===== config.mk =====
export PLATFORM = sky130hd
export DESIGN_NAME = best_fit_block_allocator
export DESIGN_NICKNAME = d
export VERILOG_FILES = /design/src/rtl/bfa_pkg.sv /design/src/rtl/best_fit_block_allocator.sv
export SDC_FILE = /design/constraint.sdc
export NUM_CORES = 1
export LEC_CHECK = 0
export BUFFER_PORTS_ARGS = -buffer_cell sky130_fd_sc_hd__buf_2
export CORE_ASPECT_RATIO = 1.75
export CORE_MARGIN = 2
export CORE_UTILIZATION = 55
export CTS_CLUSTER_SIZE = 14
export DETAILED_ROUTE_END_ITERATION = 8
export PLACE_DENSITY = 0.84
export SYNTH_ARGS = -nofsm -noshare
export SYNTH_HDL_FRONTEND = slang
export SYNTH_SLANG_ARGS = --single-unit

===== constraint.sdc =====
create_clock -name clk -period 5.8 [get_ports clk]
set_input_delay 1.45 -clock clk [delete_from_list [all_inputs] [get_ports clk]]
set_output_delay 1.45 -clock clk [all_outputs]
set_load 0.005 [all_outputs]

===== src/rtl/bfa_pkg.sv =====
// Shared types and constants of the best-fit block allocator.
package bfa_pkg;

	// Field widths fixed by the item format
	localparam int FUNC_W  = 2;
	localparam int IDX_W   = 4;
	localparam int ADDR_W  = 32;
	localparam int LEN_W   = 24;
	localparam int KIND_W  = 2;
	localparam int CFG_W   = 5;

	// Default table depth and the largest count a scan may use
	localparam int ENTRIES_DEF = 16;
	localparam int SCAN_MAX    = 16;

	// Entry count after reset
	localparam logic [CFG_W-1:0] CFG_RESET = 5'd16;

	// Operation codes of an input item
	typedef enum logic [FUNC_W-1:0] {
		FUNC_LOAD  = 2'd0,
		FUNC_ALLOC = 2'd1,
		FUNC_DUMP  = 2'd2,
		FUNC_NOP   = 2'd3
	} func_t;

	// Kinds of result beat
	typedef enum logic [KIND_W-1:0] {
		KIND_ALLOC = 2'd0,
		KIND_BLOCK = 2'd1,
		KIND_NONE  = 2'd2,
		KIND_RSVD  = 2'd3
	} kind_t;

	// Sequencer states
	typedef enum logic [2:0] {
		ST_IDLE,
		ST_MOD,
		ST_SCAN,
		ST_DRAIN,
		ST_FINISH
	} state_t;

endpackage


===== src/rtl/best_fit_block_allocator.sv =====
// Best-fit block allocator: free-block table, scan sequencer and result register.
//
// Usage: drive func and its operand ports with start high; the item is taken at
// the rising edge where start is high and busy is low. A load (func 0) writes one
// table entry at that edge and leaves busy low; func 3 is taken and ignored.
// An allocate (func 1) or dump (func 2) raises busy while the sequencer runs
//   MOD, SCAN, DRAIN and FINISH; N = used entry count (1..USED), and MOD brings
//   the roving pointer below N only if the count was lowered since the last scan.
// The scan reads one table entry per cycle through a single registered memory
// read port and one compare unit. An allocate gives one result beat in the cycle
// after busy falls. A dump gives one beat per live entry while it scans, the last
// one in the cycle after busy falls, or a single "none" beat. Each beat is shown
// for one cycle with result_valid high; the receiver cannot hold it, so nothing
// stalls. The entry count register is written through cfg_we/cfg_data; the user
// must write it only while idle, as the block itself does not enforce this. Reset
// clears every live flag, the roving pointer and the sequencer, and sets the
// entry count to 16. Table contents are undefined until loaded.
module best_fit_block_allocator #(
	parameter int ENTRIES = bfa_pkg::ENTRIES_DEF
) (
	input  logic                          clk,
	input  logic                          arst_n,
	input  logic                          start,
	output logic                          busy,
	input  logic [bfa_pkg::FUNC_W-1:0]    func,
	input  logic [bfa_pkg::IDX_W-1:0]     entry_index,
	input  logic [bfa_pkg::ADDR_W-1:0]    block_address,
	input  logic [bfa_pkg::LEN_W-1:0]     block_length,
	input  logic [bfa_pkg::LEN_W-1:0]     request_size,
	input  logic                          cfg_we,
	input  logic [bfa_pkg::CFG_W-1:0]     cfg_data,
	output logic                          result_valid,
	output logic [bfa_pkg::KIND_W-1:0]    result_kind,
	output logic                          granted,
	output logic [bfa_pkg::IDX_W-1:0]     chosen_entry,
	output logic [bfa_pkg::LEN_W-1:0]     remaining_length,
	output logic [bfa_pkg::ADDR_W-1:0]    start_address,
	output logic                          last_of_run
);

	// Entries reachable through the index field
	localparam int USED = (ENTRIES < bfa_pkg::SCAN_MAX) ? ENTRIES : bfa_pkg::SCAN_MAX;
	localparam int IW   = $clog2(USED);
	localparam int CW   = $clog2(USED + 1);
	localparam logic [bfa_pkg::CFG_W-1:0] USED_C = bfa_pkg::CFG_W'(USED);

	// Control state
	bfa_pkg::state_t          state_q, state_d;
	logic [bfa_pkg::CFG_W-1:0] count_q;
	logic [USED-1:0]          live_q;
	logic [IW-1:0]            rover_q;
	logic [IW-1:0]            ptr_q;
	logic [CW-1:0]            nread_q;
	logic                     is_alloc_q;
	logic                     found_q;
	logic                     vld_s1;
	logic                     res_valid_q;

	// Payload registers
	logic [bfa_pkg::LEN_W-1:0]  req_q;
	logic [IW-1:0]              tag_s1;
	logic [bfa_pkg::ADDR_W-1:0] addr_s1;
	logic [bfa_pkg::LEN_W-1:0]  len_s1;
	logic [IW-1:0]              best_q;
	logic [bfa_pkg::LEN_W-1:0]  bestlen_q;
	logic [bfa_pkg::ADDR_W-1:0] bestaddr_q;
	logic [bfa_pkg::KIND_W-1:0] kind_q;
	logic                       granted_q;
	logic [bfa_pkg::IDX_W-1:0]  chosen_q;
	logic [bfa_pkg::LEN_W-1:0]  remain_q;
	logic [bfa_pkg::ADDR_W-1:0] saddr_q;
	logic                       last_q;

	// Table memory
	logic [bfa_pkg::ADDR_W-1:0] mem_addr [USED];
	logic [bfa_pkg::LEN_W-1:0]  mem_len  [USED];

	// Combinational control and datapath
	logic                       accept;
	logic                       load_ok;
	logic [bfa_pkg::CFG_W-1:0]  cnt_full;
	logic [CW-1:0]              cnt;
	logic [CW-1:0]              ptr_p1;
	logic [IW-1:0]              ptr_next;
	logic [CW-1:0]              ptr_sub;
	logic [CW-1:0]              best_p1;
	logic [IW-1:0]              best_next;
	logic                       ptr_high;
	logic                       issue;
	logic                       finish;
	logic                       mod_step;
	logic                       tag_live;
	logic                       fits;
	logic [bfa_pkg::LEN_W-1:0]  diff;
	logic                       emit;
	bfa_pkg::kind_t             emit_kind;
	logic                       emit_granted;
	logic [IW-1:0]              emit_entry;
	logic [bfa_pkg::LEN_W-1:0]  emit_len;
	logic [bfa_pkg::ADDR_W-1:0] emit_addr;
	logic                       emit_last;
	logic                       wr_len;
	logic                       wr_adr;
	logic [IW-1:0]              wr_idx;
	logic [bfa_pkg::LEN_W-1:0]  wr_len_data;

	assign busy   = (state_q != bfa_pkg::ST_IDLE);
	assign accept = start && !busy;

	// Clamp the entry count to 1..USED
	always_comb begin
		if (count_q == '0) begin
			cnt_full = bfa_pkg::CFG_W'(1);
		end else if (count_q > USED_C) begin
			cnt_full = USED_C;
		end else begin
			cnt_full = count_q;
		end
	end
	assign cnt = cnt_full[CW-1:0];

	// Rotating index arithmetic
	assign ptr_p1    = CW'(ptr_q) + CW'(1);
	assign ptr_next  = (ptr_p1 == cnt) ? '0 : ptr_p1[IW-1:0];
	assign ptr_sub   = CW'(ptr_q) - cnt;
	assign best_p1   = CW'(best_q) + CW'(1);
	assign best_next = (best_p1 == cnt) ? '0 : best_p1[IW-1:0];
	assign ptr_high  = (CW'(ptr_q) >= cnt);

	assign load_ok = accept && (bfa_pkg::func_t'(func) == bfa_pkg::FUNC_LOAD)
		&& ({1'b0, entry_index} < USED_C);

	// Next state and sequencer strobes
	always_comb begin
		state_d  = state_q;
		issue    = 1'b0;
		finish   = 1'b0;
		mod_step = 1'b0;
		unique case (state_q)
			bfa_pkg::ST_IDLE: begin
				if (accept && (bfa_pkg::func_t'(func) == bfa_pkg::FUNC_ALLOC
					|| bfa_pkg::func_t'(func) == bfa_pkg::FUNC_DUMP)) begin
					state_d = bfa_pkg::ST_MOD;
				end
			end
			bfa_pkg::ST_MOD: begin
				if (ptr_high) begin
					mod_step = 1'b1;
				end else begin
					state_d = bfa_pkg::ST_SCAN;
				end
			end
			bfa_pkg::ST_SCAN: begin
				issue = 1'b1;
				if (nread_q + CW'(1) == cnt) begin
					state_d = bfa_pkg::ST_DRAIN;
				end
			end
			bfa_pkg::ST_DRAIN: begin
				state_d = bfa_pkg::ST_FINISH;
			end
			bfa_pkg::ST_FINISH: begin
				finish  = 1'b1;
				state_d = bfa_pkg::ST_IDLE;
			end
			default: begin
				state_d = bfa_pkg::ST_IDLE;
			end
		endcase
	end

	// Compare unit on the entry read last cycle
	assign tag_live = live_q[tag_s1];
	assign fits     = tag_live && (len_s1 >= req_q) && (!found_q || len_s1 < bestlen_q);
	assign diff     = bestlen_q - req_q;

	// Result beat and table update selection
	always_comb begin
		emit         = 1'b0;
		emit_kind    = bfa_pkg::KIND_ALLOC;
		emit_granted = 1'b0;
		emit_entry   = best_q;
		emit_len     = bestlen_q;
		emit_addr    = bestaddr_q;
		emit_last    = 1'b0;
		wr_len       = 1'b0;
		wr_adr       = 1'b0;
		wr_idx       = entry_index[IW-1:0];
		wr_len_data  = block_length;
		if (load_ok) begin
			wr_len = 1'b1;
			wr_adr = 1'b1;
		end
		if (vld_s1 && !is_alloc_q && tag_live && found_q) begin
			// A later live block exists: release the held one as not last
			emit      = 1'b1;
			emit_kind = bfa_pkg::KIND_BLOCK;
		end
		if (finish) begin
			emit      = 1'b1;
			emit_last = 1'b1;
			if (is_alloc_q) begin
				emit_kind = bfa_pkg::KIND_ALLOC;
				if (found_q) begin
					emit_granted = 1'b1;
					emit_len     = diff;
					wr_len       = 1'b1;
					wr_idx       = best_q;
					wr_len_data  = diff;
				end else begin
					emit_entry = '0;
					emit_len   = '0;
					emit_addr  = '0;
				end
			end else if (found_q) begin
				emit_kind = bfa_pkg::KIND_BLOCK;
			end else begin
				emit_kind  = bfa_pkg::KIND_NONE;
				emit_entry = '0;
				emit_len   = '0;
				emit_addr  = '0;
			end
		end
	end

	// Hold the sequencer state
	always_ff @(posedge clk or negedge arst_n) begin
		if (!arst_n) begin
			state_q <= bfa_pkg::ST_IDLE;
		end else begin
			state_q <= state_d;
		end
	end

	// Advance control registers
	always_ff @(posedge clk or negedge arst_n) begin
		if (!arst_n) begin
			count_q     <= bfa_pkg::CFG_RESET;
			live_q      <= '0;
			rover_q     <= '0;
			ptr_q       <= '0;
			nread_q     <= '0;
			is_alloc_q  <= 1'b0;
			found_q     <= 1'b0;
			vld_s1      <= 1'b0;
			res_valid_q <= 1'b0;
		end else begin
			vld_s1      <= issue;
			res_valid_q <= emit;
			if (cfg_we) begin
				count_q <= cfg_data;
			end
			if (load_ok) begin
				live_q[entry_index[IW-1:0]] <= 1'b1;
			end
			if (accept) begin
				ptr_q      <= rover_q;
				nread_q    <= '0;
				found_q    <= 1'b0;
				is_alloc_q <= (bfa_pkg::func_t'(func) == bfa_pkg::FUNC_ALLOC);
			end
			if (mod_step) begin
				ptr_q <= ptr_sub[IW-1:0];
			end
			if (issue) begin
				ptr_q   <= ptr_next;
				nread_q <= nread_q + CW'(1);
			end
			if (vld_s1 && (is_alloc_q ? fits : tag_live)) begin
				found_q <= 1'b1;
			end
			if (finish && is_alloc_q && found_q) begin
				if (diff != '0) begin
					rover_q <= best_q;
				end else begin
					live_q[best_q] <= 1'b0;
					rover_q        <= best_next;
				end
			end
		end
	end

	// Hold payload: request, best or pending entry, result beat
	always_ff @(posedge clk) begin
		if (accept) begin
			req_q <= request_size;
		end
		tag_s1 <= ptr_q;
		if (vld_s1 && (is_alloc_q ? fits : tag_live)) begin
			best_q     <= tag_s1;
			bestlen_q  <= len_s1;
			bestaddr_q <= addr_s1;
		end
		if (emit) begin
			kind_q    <= emit_kind;
			granted_q <= emit_granted;
			chosen_q  <= bfa_pkg::IDX_W'(emit_entry);
			remain_q  <= emit_len;
			saddr_q   <= emit_addr;
			last_q    <= emit_last;
		end
	end

	// Table memory: one write port, one registered read port
	always_ff @(posedge clk) begin
		if (wr_len) begin
			mem_len[wr_idx] <= wr_len_data;
		end
		if (wr_adr) begin
			mem_addr[wr_idx] <= block_address;
		end
		if (issue) begin
			len_s1  <= mem_len[ptr_q];
			addr_s1 <= mem_addr[ptr_q];
		end
	end

	assign result_valid     = res_valid_q;
	assign result_kind      = kind_q;
	assign granted          = granted_q;
	assign chosen_entry     = chosen_q;
	assign remaining_length = remain_q;
	assign start_address    = saddr_q;
	assign last_of_run      = last_q;

	// Nothing is emitted from an idle cycle
	a_idle_quiet: assert property (@(posedge clk) disable iff (!arst_n)
		!busy |=> !result_valid)
		else $error("result beat follows an idle cycle");

	// An allocate answer is always the only beat of its run
	a_alloc_last: assert property (@(posedge clk) disable iff (!arst_n)
		(result_valid && result_kind == bfa_pkg::KIND_ALLOC) |-> last_of_run)
		else $error("allocate answer without last marker");

	// A run ends with a gap before the next beat
	a_last_gap: assert property (@(posedge clk) disable iff (!arst_n)
		(result_valid && last_of_run) |=> !result_valid)
		else $error("beat right after the last of a run");

	// The scan pointer stays inside the used count
	a_ptr_range: assert property (@(posedge clk) disable iff (!arst_n)
		(state_q == bfa_pkg::ST_SCAN) |-> (CW'(ptr_q) < cnt))
		else $error("scan pointer beyond entry count");

	// An empty dump reports zero fields and ends the run
	a_none_clean: assert property (@(posedge clk) disable iff (!arst_n)
		(result_valid && result_kind == bfa_pkg::KIND_NONE)
		|-> (last_of_run && chosen_entry == '0 && !granted))
		else $error("malformed empty dump beat");

endmodule

==> results of run 1 <==
[critical path, stage by stage (launching register included)]
cell	delay, ps
edfxtp_1	470
ha_1	310
nor2b_1	280
o2111ai_1	230
a21boi_0	580
o21ai_0	320
a22oi_1	300
xnor2_1	190
or4b_4	510
nor4_4	270
buf_4	290
a31oi_1	140
[cells by family after synthesis]
kind of cell,count (synthesis),synth area share
AOI/OAI and AO/OA,501,0.06913
muxes,351,0.1086
buffers and inverters,199,0.01640
adders and majority gates,84,0.02290
and+or+nand+nor,435,0.04360
DFF,1145,0.7334
xor gates and xnor gates,30,0.005967
[state kept, by name, summed over array words and instances (netlist names), 2 cells and up]
| register | flops |
|---|---|
| live_q | 16 |
| state_q | 3 |
| bestaddr_q | 32 |
| nread_q | 5 |
| bestlen_q | 24 |
| best_q | 4 |
| mem_addr | 512 |
| len_s1 | 24 |
| addr_s1 | 32 |
| remaining_length | 24 |
| tag_s1 | 4 |
| req_q | 24 |
| result_kind | 2 |
| mem_len | 384 |
| rover_q | 4 |
| chosen_entry | 4 |
| start_address | 32 |
| ptr_q | 4 |
| count_q | 5 |
[worst paths after layout]
kind                                              from  cells past startpoint                      end
worst max-delay path            bestlen_q[1]$_DFFE_PP_                     11      live_q[8]$_DFF_PN0_
worst min-delay path              addr_s1[0]$_DFFE_PP_                      0  bestaddr_q[0]$_DFFE_PP_
worst max register to register  bestlen_q[1]$_DFFE_PP_                     11      live_q[8]$_DFF_PN0_
worst min register to register    addr_s1[0]$_DFFE_PP_                      0  bestaddr_q[0]$_DFFE_PP_
max in group asynchronous                       arst_n                      1     ptr_q[0]$_DFFE_PN0P_
min in group asynchronous                       arst_n                      1   nread_q[3]$_DFFE_PN0P_
[where the power goes]
| part | internal (mW) | switching [mW] | leakage (nW) |
|---|---|---|---|
| Clock | 3.33 | 2.85 | 1.42 |
| Sequential | 9.91 | 0.471 | 10.5 |
| Combinational | 2.43 | 3.69 | 6.06 |
[final cells by class]
| cell class | count | area (µm²) | share of cell area |
|---|---|---|---|
| sequential | 1145 | 34150 | 0.6593 |
| multi-input combinational | 1401 | 11870 | 0.2291 |
| clock buffer | 125 | 2638 | 0.05092 |
| tap | 1072 | 1341 | 0.02589 |
| timing repair buffer | 215 | 1239 | 0.02391 |
| inverter | 75 | 281.5 | 0.005435 |
| clock inverter | 34 | 279.0 | 0.005386 |
| antenna | 2 | 5.005 | 0.00009661 |
[routing by layer]
layer,up-vias,part of all wire,wire length (µm),GRT usage
met5,-,0.00030,34,0
met4,6,0.054,5978,0.1383
met3,333,0.073,8180,0.03401
met2,1575,0.53,59670,0.4658
met1,13090,0.34,37840,0.2964
li1,11200,-,-,-
[through the flow]
stage          TNS, ps  setup slack (ps)  area (µm²)
3_3_place_gp         0              1688       48880
3_5_place_dp         0              1644       48880
5_1_grt              0              1594       51800
2_1_floorplan    -7122            -111.4       46570
6_report             0              1740       51800
4_1_cts              0              1635       51800
[cells in the final DEF, fill, tap and decap left out, types with 53 or more instances in the layout]
cell	instances
nand2_1	202
buf_4	53
mux2_2	62
a221oi_1	58
ha_1	82
a22oi_1	59
a21oi_1	102
clkbuf_16	101
mux4_2	117
mux2i_1	172
o21ai_0	158
buf_2	160
edfxtp_1	1100
inv_1	73
==> reports/qor.txt, run 1 <==
Total GRT Usage - 0.2577
Slew Limit Fails - 0
Skew final - 31.34 ps
Worst-path clk slew - 70 ps
Yosys warning count - 0
Ys async rst share - 0.03581
Top cells by area, synth - edfxtp_1 71%, mux4_2 5.7%, mux2i_1 3.7%
Filler cells - 5712
Setup bufs post-CTS - 0
Layout cell share with drive strength beyond 1 - 0.1917
Worst EP required - 6330 ps
CTS tree - built
Most common cell in the netlist - edfxtp_1
Nets@finish - 3116
Reg2reg setup slack - 1740 ps
Largest net degree at the start of global routing - 111
Fin crit share - 0.6999
Hold WS - 417.3 ps
Post-route ant nets - 0
Startpoint types - register
Core Box Area - 84150 µm²
DRT Pass-1 Iters - 6
Inserted Clock Buffers - 99
Clock Sinks - 1145
Synth area leader - edfxtp_1
Gr ovfl total - 0
Status - complete, no violations
VDD IR-drop max - 0.3901 mV
Cell Pwr Density - 438.0 nW/µm²
Clk_lat worst skew - 680 ps
Clk Tree Root Cell - clkbuf_16
Ports - 161
Relative slew slack - 0.1362
Final core occ - 0.6156
Worst slew pin tran - 1293 ps
Top cell type's share of synthesized area - 0.7096
Residual DRC - 0
# port buffers - 160
First-pass GRT wire length - 166500 µm
Die width - 223.9 µm
MaxCap Viol Count - 0
HP Class - register to register
Leak - 17.97 nW
Avg WL per Cell - 27.45 µm
Area Overhead vs Synth - 11.29%
Initial drt markers - 3052
Post-synthesis cell type count - 74
Critical Path Sink Type - register
Synth Net Count - 2924
Post_cts resized - 0
# setup viols final - 0
Number of flops mapped to enable cells by yosys - 1100
Vias in the first global route - 27160
Register bit total from synthesis - 1145
Initial Utilization - 0.5531
Avg Synthesized Cell Area - 16.96 µm²
Max Fclk - 246.3 MHz
DRT Wirelength - 111700 µm
H-tree depth - 3
Dpl cells - 3908
CP max FO - 16
Vias - 26210
Die ar. - 87070 µm²
Post-synthesis sequential area ratio - 0.7334
Maximum root-to-sink buffer count - 3
Cell area after synthesis - 46550 µm²
Main synth FF type - edfxtp_1
RSZ-0062 raised after global routing - false
WP data arrival - 4590 ps
RePlAce Congestion - 0.9482
Hold_buf cts - 0
Die height - 388.9 µm
Antenna violations before repair - 7
Setup CP Type - register to register
Cell Count, Final, Fillers Out - 4069
Mapped Cells - 2745
Final hold vios - 0
HPWL after DPL - 69940 µm
Tot Pwr - 22.69 mW
Clock period minus worst slack - 4060 ps
Commonest cells post-synth - 1100 x edfxtp_1, 202 x nand2_1, 172 x mux2i_1, 159 x o21ai_0, 117 x mux4_2
Standard-cell rows - 141
Via density - 6.441
(Power assumes the default switching activity.)
==> inputs of run 2 (changes only) <==
==> constraint.sdc (replaced) <==
create_clock -name clk -period 3.4 [get_ports clk]
set_input_delay 0.85 -clock clk [delete_from_list [all_inputs] [get_ports clk]]
set_output_delay 0.85 -clock clk [all_outputs]
set_load 0.005 [all_outputs]
==> reports/qor.txt, run 2 (synthesis results as in run 1) <==
Final core occ - 0.6300 (+0.01445)
Relative slew slack - 0.2059 (+0.06965)
CP startpoint - bestlen_q[0]$_DFFE_PP_
Regs by FF count - mem_addr: 512 flops, mem_len: 384 flops
Post-Layout Inst Area - 53020 µm² (+2.3%)
Die width - 223.9 µm (unchanged)
Status - finished, violations left
Dpl cells - 3985 (+2.0%)
RePlAce Congestion - 0.9514 (+0.34%)
Filler cells - 5468 (-4.3%)
Leak - 18.46 nW (+2.7%)
Post-DP Area - 49910 µm² (+2.1%)
Commonest non-fill, non-tap cells in the layout - 1100 x edfxtp_1, 202 x nand2_1, 172 x mux2i_1
Worst slew pin tran - 1186 ps (-107.3 ps)
R2R cell count - 15 (+4)
Hold WS - 310.8 ps (-106.5 ps)
Largest net degree at the start of global routing - 102 (-8.1%)
Startpoint types - register
Antenna violations before repair - 10 (+3)
H-tree depth - 3 (unchanged)
Nets@finish - 3198 (+2.6%)
Die ar. - 87070 µm² (unchanged)
Number of flip-flops under the largest register name - 512 (unchanged)
CP max FO - 8 (-8)
Worst EP required - 3950 ps (-2380 ps)
CTS tree - built
HPWL after DPL - 68290 µm (-2.4%)
Ports - 161 (unchanged)
Slew Limit Fails - 0 (unchanged)
Cell Pwr Density - 732.9 nW/µm² (+67%)
Post-route ant nets - 0 (unchanged)
Reg2reg end - live_q[3]$_DFF_PN0_
Die height - 388.9 µm (unchanged)
Core Box Area - 84150 µm² (unchanged)
Top reg by flops - mem_addr
Reg2reg setup slack - -150 ps (-1890 ps)
Max Fclk - 282.0 MHz (+14%)
Critical Path Sink Type - register
Place WS - -297.4 ps (-1941 ps)
Worst-path clk slew - 60 ps (about the same)
Setup CP Type - register to register
Skew final - 26.74 ps (-4.600 ps)
First-pass GRT wire length - 170500 µm (+2.4%)
Clock period minus worst slack - 3546 ps (-514.0 ps)
Clk_lat worst skew - 700 ps (+20 ps)
WP data arrival - 4100 ps (-490 ps)
Cell Count, Final, Fillers Out - 4144 (+1.8%)
Inserted Clock Buffers - 97 (-2.0%)
Hold_buf cts - 0 (unchanged)
Setup TNS - -1910 ps (-1910 ps)
Failing checks - negative setup slack
Via density - 6.464 (+0.36%)
Standard-cell rows - 141 (unchanged)
Tot Pwr - 38.86 mW (+71%)
Area Overhead vs Synth - 13.90%
MaxCap Viol Count - 0 (unchanged)
# setup viols final - 16 (+16)
Gr ovfl total - 0 (unchanged)
DRT Pass-1 Iters - 6 (unchanged)
# port buffers - 160 (unchanged)
Layout cell share with drive strength beyond 1 - 0.2229 (+0.03129)
Initial drt markers - 3081 (+0.95%)
Clock Sinks - 1145 (unchanged)
Vias - 26790 (+2.2%)
Vias in the first global route - 28030 (+3.2%)
DRT Wirelength - 115700 µm (+3.5%)
Total GRT Usage - 0.2657 (+0.008025)
VDD IR-drop max - 0.6162 mV (+58%)
RSZ-0062 raised after global routing - true
Maximum root-to-sink buffer count - 3 (unchanged)
Avg WL per Cell - 27.91 µm (+1.7%)
Residual DRC - 0 (unchanged)
HP Class - input pin to async pin
Initial Utilization - 0.5531 (unchanged)
Most common cell after layout, fill and taps aside - edfxtp_1
Fin crit share - 1.043 (+0.3429)
Setup ws final - -145.7 ps (-1886 ps)
R2r startpoint - bestlen_q[0]$_DFFE_PP_
Final hold vios - 0 (unchanged)
Clk Tree Root Cell - clkbuf_16
[run 2: changes by cell type in the layout (fill, tap and decap cells not counted), moves of 4 or more]
cell,before,now
buf_12,2,38
ha_4,0,4
inv_1,73,68
inv_2,1,6
o21ai_0,158,154
a21oi_1,102,95
clkinv_2,10,6
buf_4,53,99
clkinv_1,11,16
ha_1,82,76
a21oi_2,0,7
[run 2: power by group]
group | switching, mW | internal (mW)
logic | 6.44 | 4.61
registers | 0.692 | 16.9
clock network | 4.78 | 5.42
total | 11.9 | 26.9
[run 2: metal layers]
layer  part of all wire  GRT usage
met1               0.33     0.3001
met2               0.53     0.4768
met3              0.081    0.04653
met4              0.056     0.1442
met5            0.00067          0
[run 2: layout make-up]
class / instances / area [µm²] / share of cell area
sequential: 1145 / 34150 / 0.6441
multi-input combinational: 1401 / 12110 / 0.2284
clock buffer: 118 / 2549 / 0.04807
timing repair buffer: 299 / 2341 / 0.04415
tap: 1072 / 1341 / 0.02530
inverter: 75 / 281.5 / 0.005310
clock inverter: 30 / 235.2 / 0.004437
antenna: 4 / 10.01 / 0.0001888
[run 2: worst max-delay path by stage]
stage	end	slack [ps]
after detailed placement	live_q[7]$_DFF_PN0_	-300
after global placement	live_q[3]$_DFF_PN0_	-290
after global routing	live_q[11]$_DFF_PN0_	-270
after CTS	live_q[7]$_DFF_PN0_	-30
after floorplan	mem_len[14][0]$_DFFE_PP_	-300
final	live_q[3]$_DFF_PN0_	-150
[run 2: critical path: stages (launching register included)]
cell	delay [ps]
edfxtp_1	390
inv_1	70
ha_2	180
inv_2	40
fa_2	380
a21oi_2	170
o22ai_1	120
buf_4	160
o31a_1	260
or4_4	590
nor4_2	220
nand3_1	190
nor4_4	230
buf_12	170
clkbuf_16	160
a31oi_1	80
[run 2: timing repair]
item,4_1_cts,5_1_grt
gates resized for setup,17,33
gates cloned,0,1
buffers inserted,0,6
endpoints found under the setup margin,36,20
pin swaps,2,12
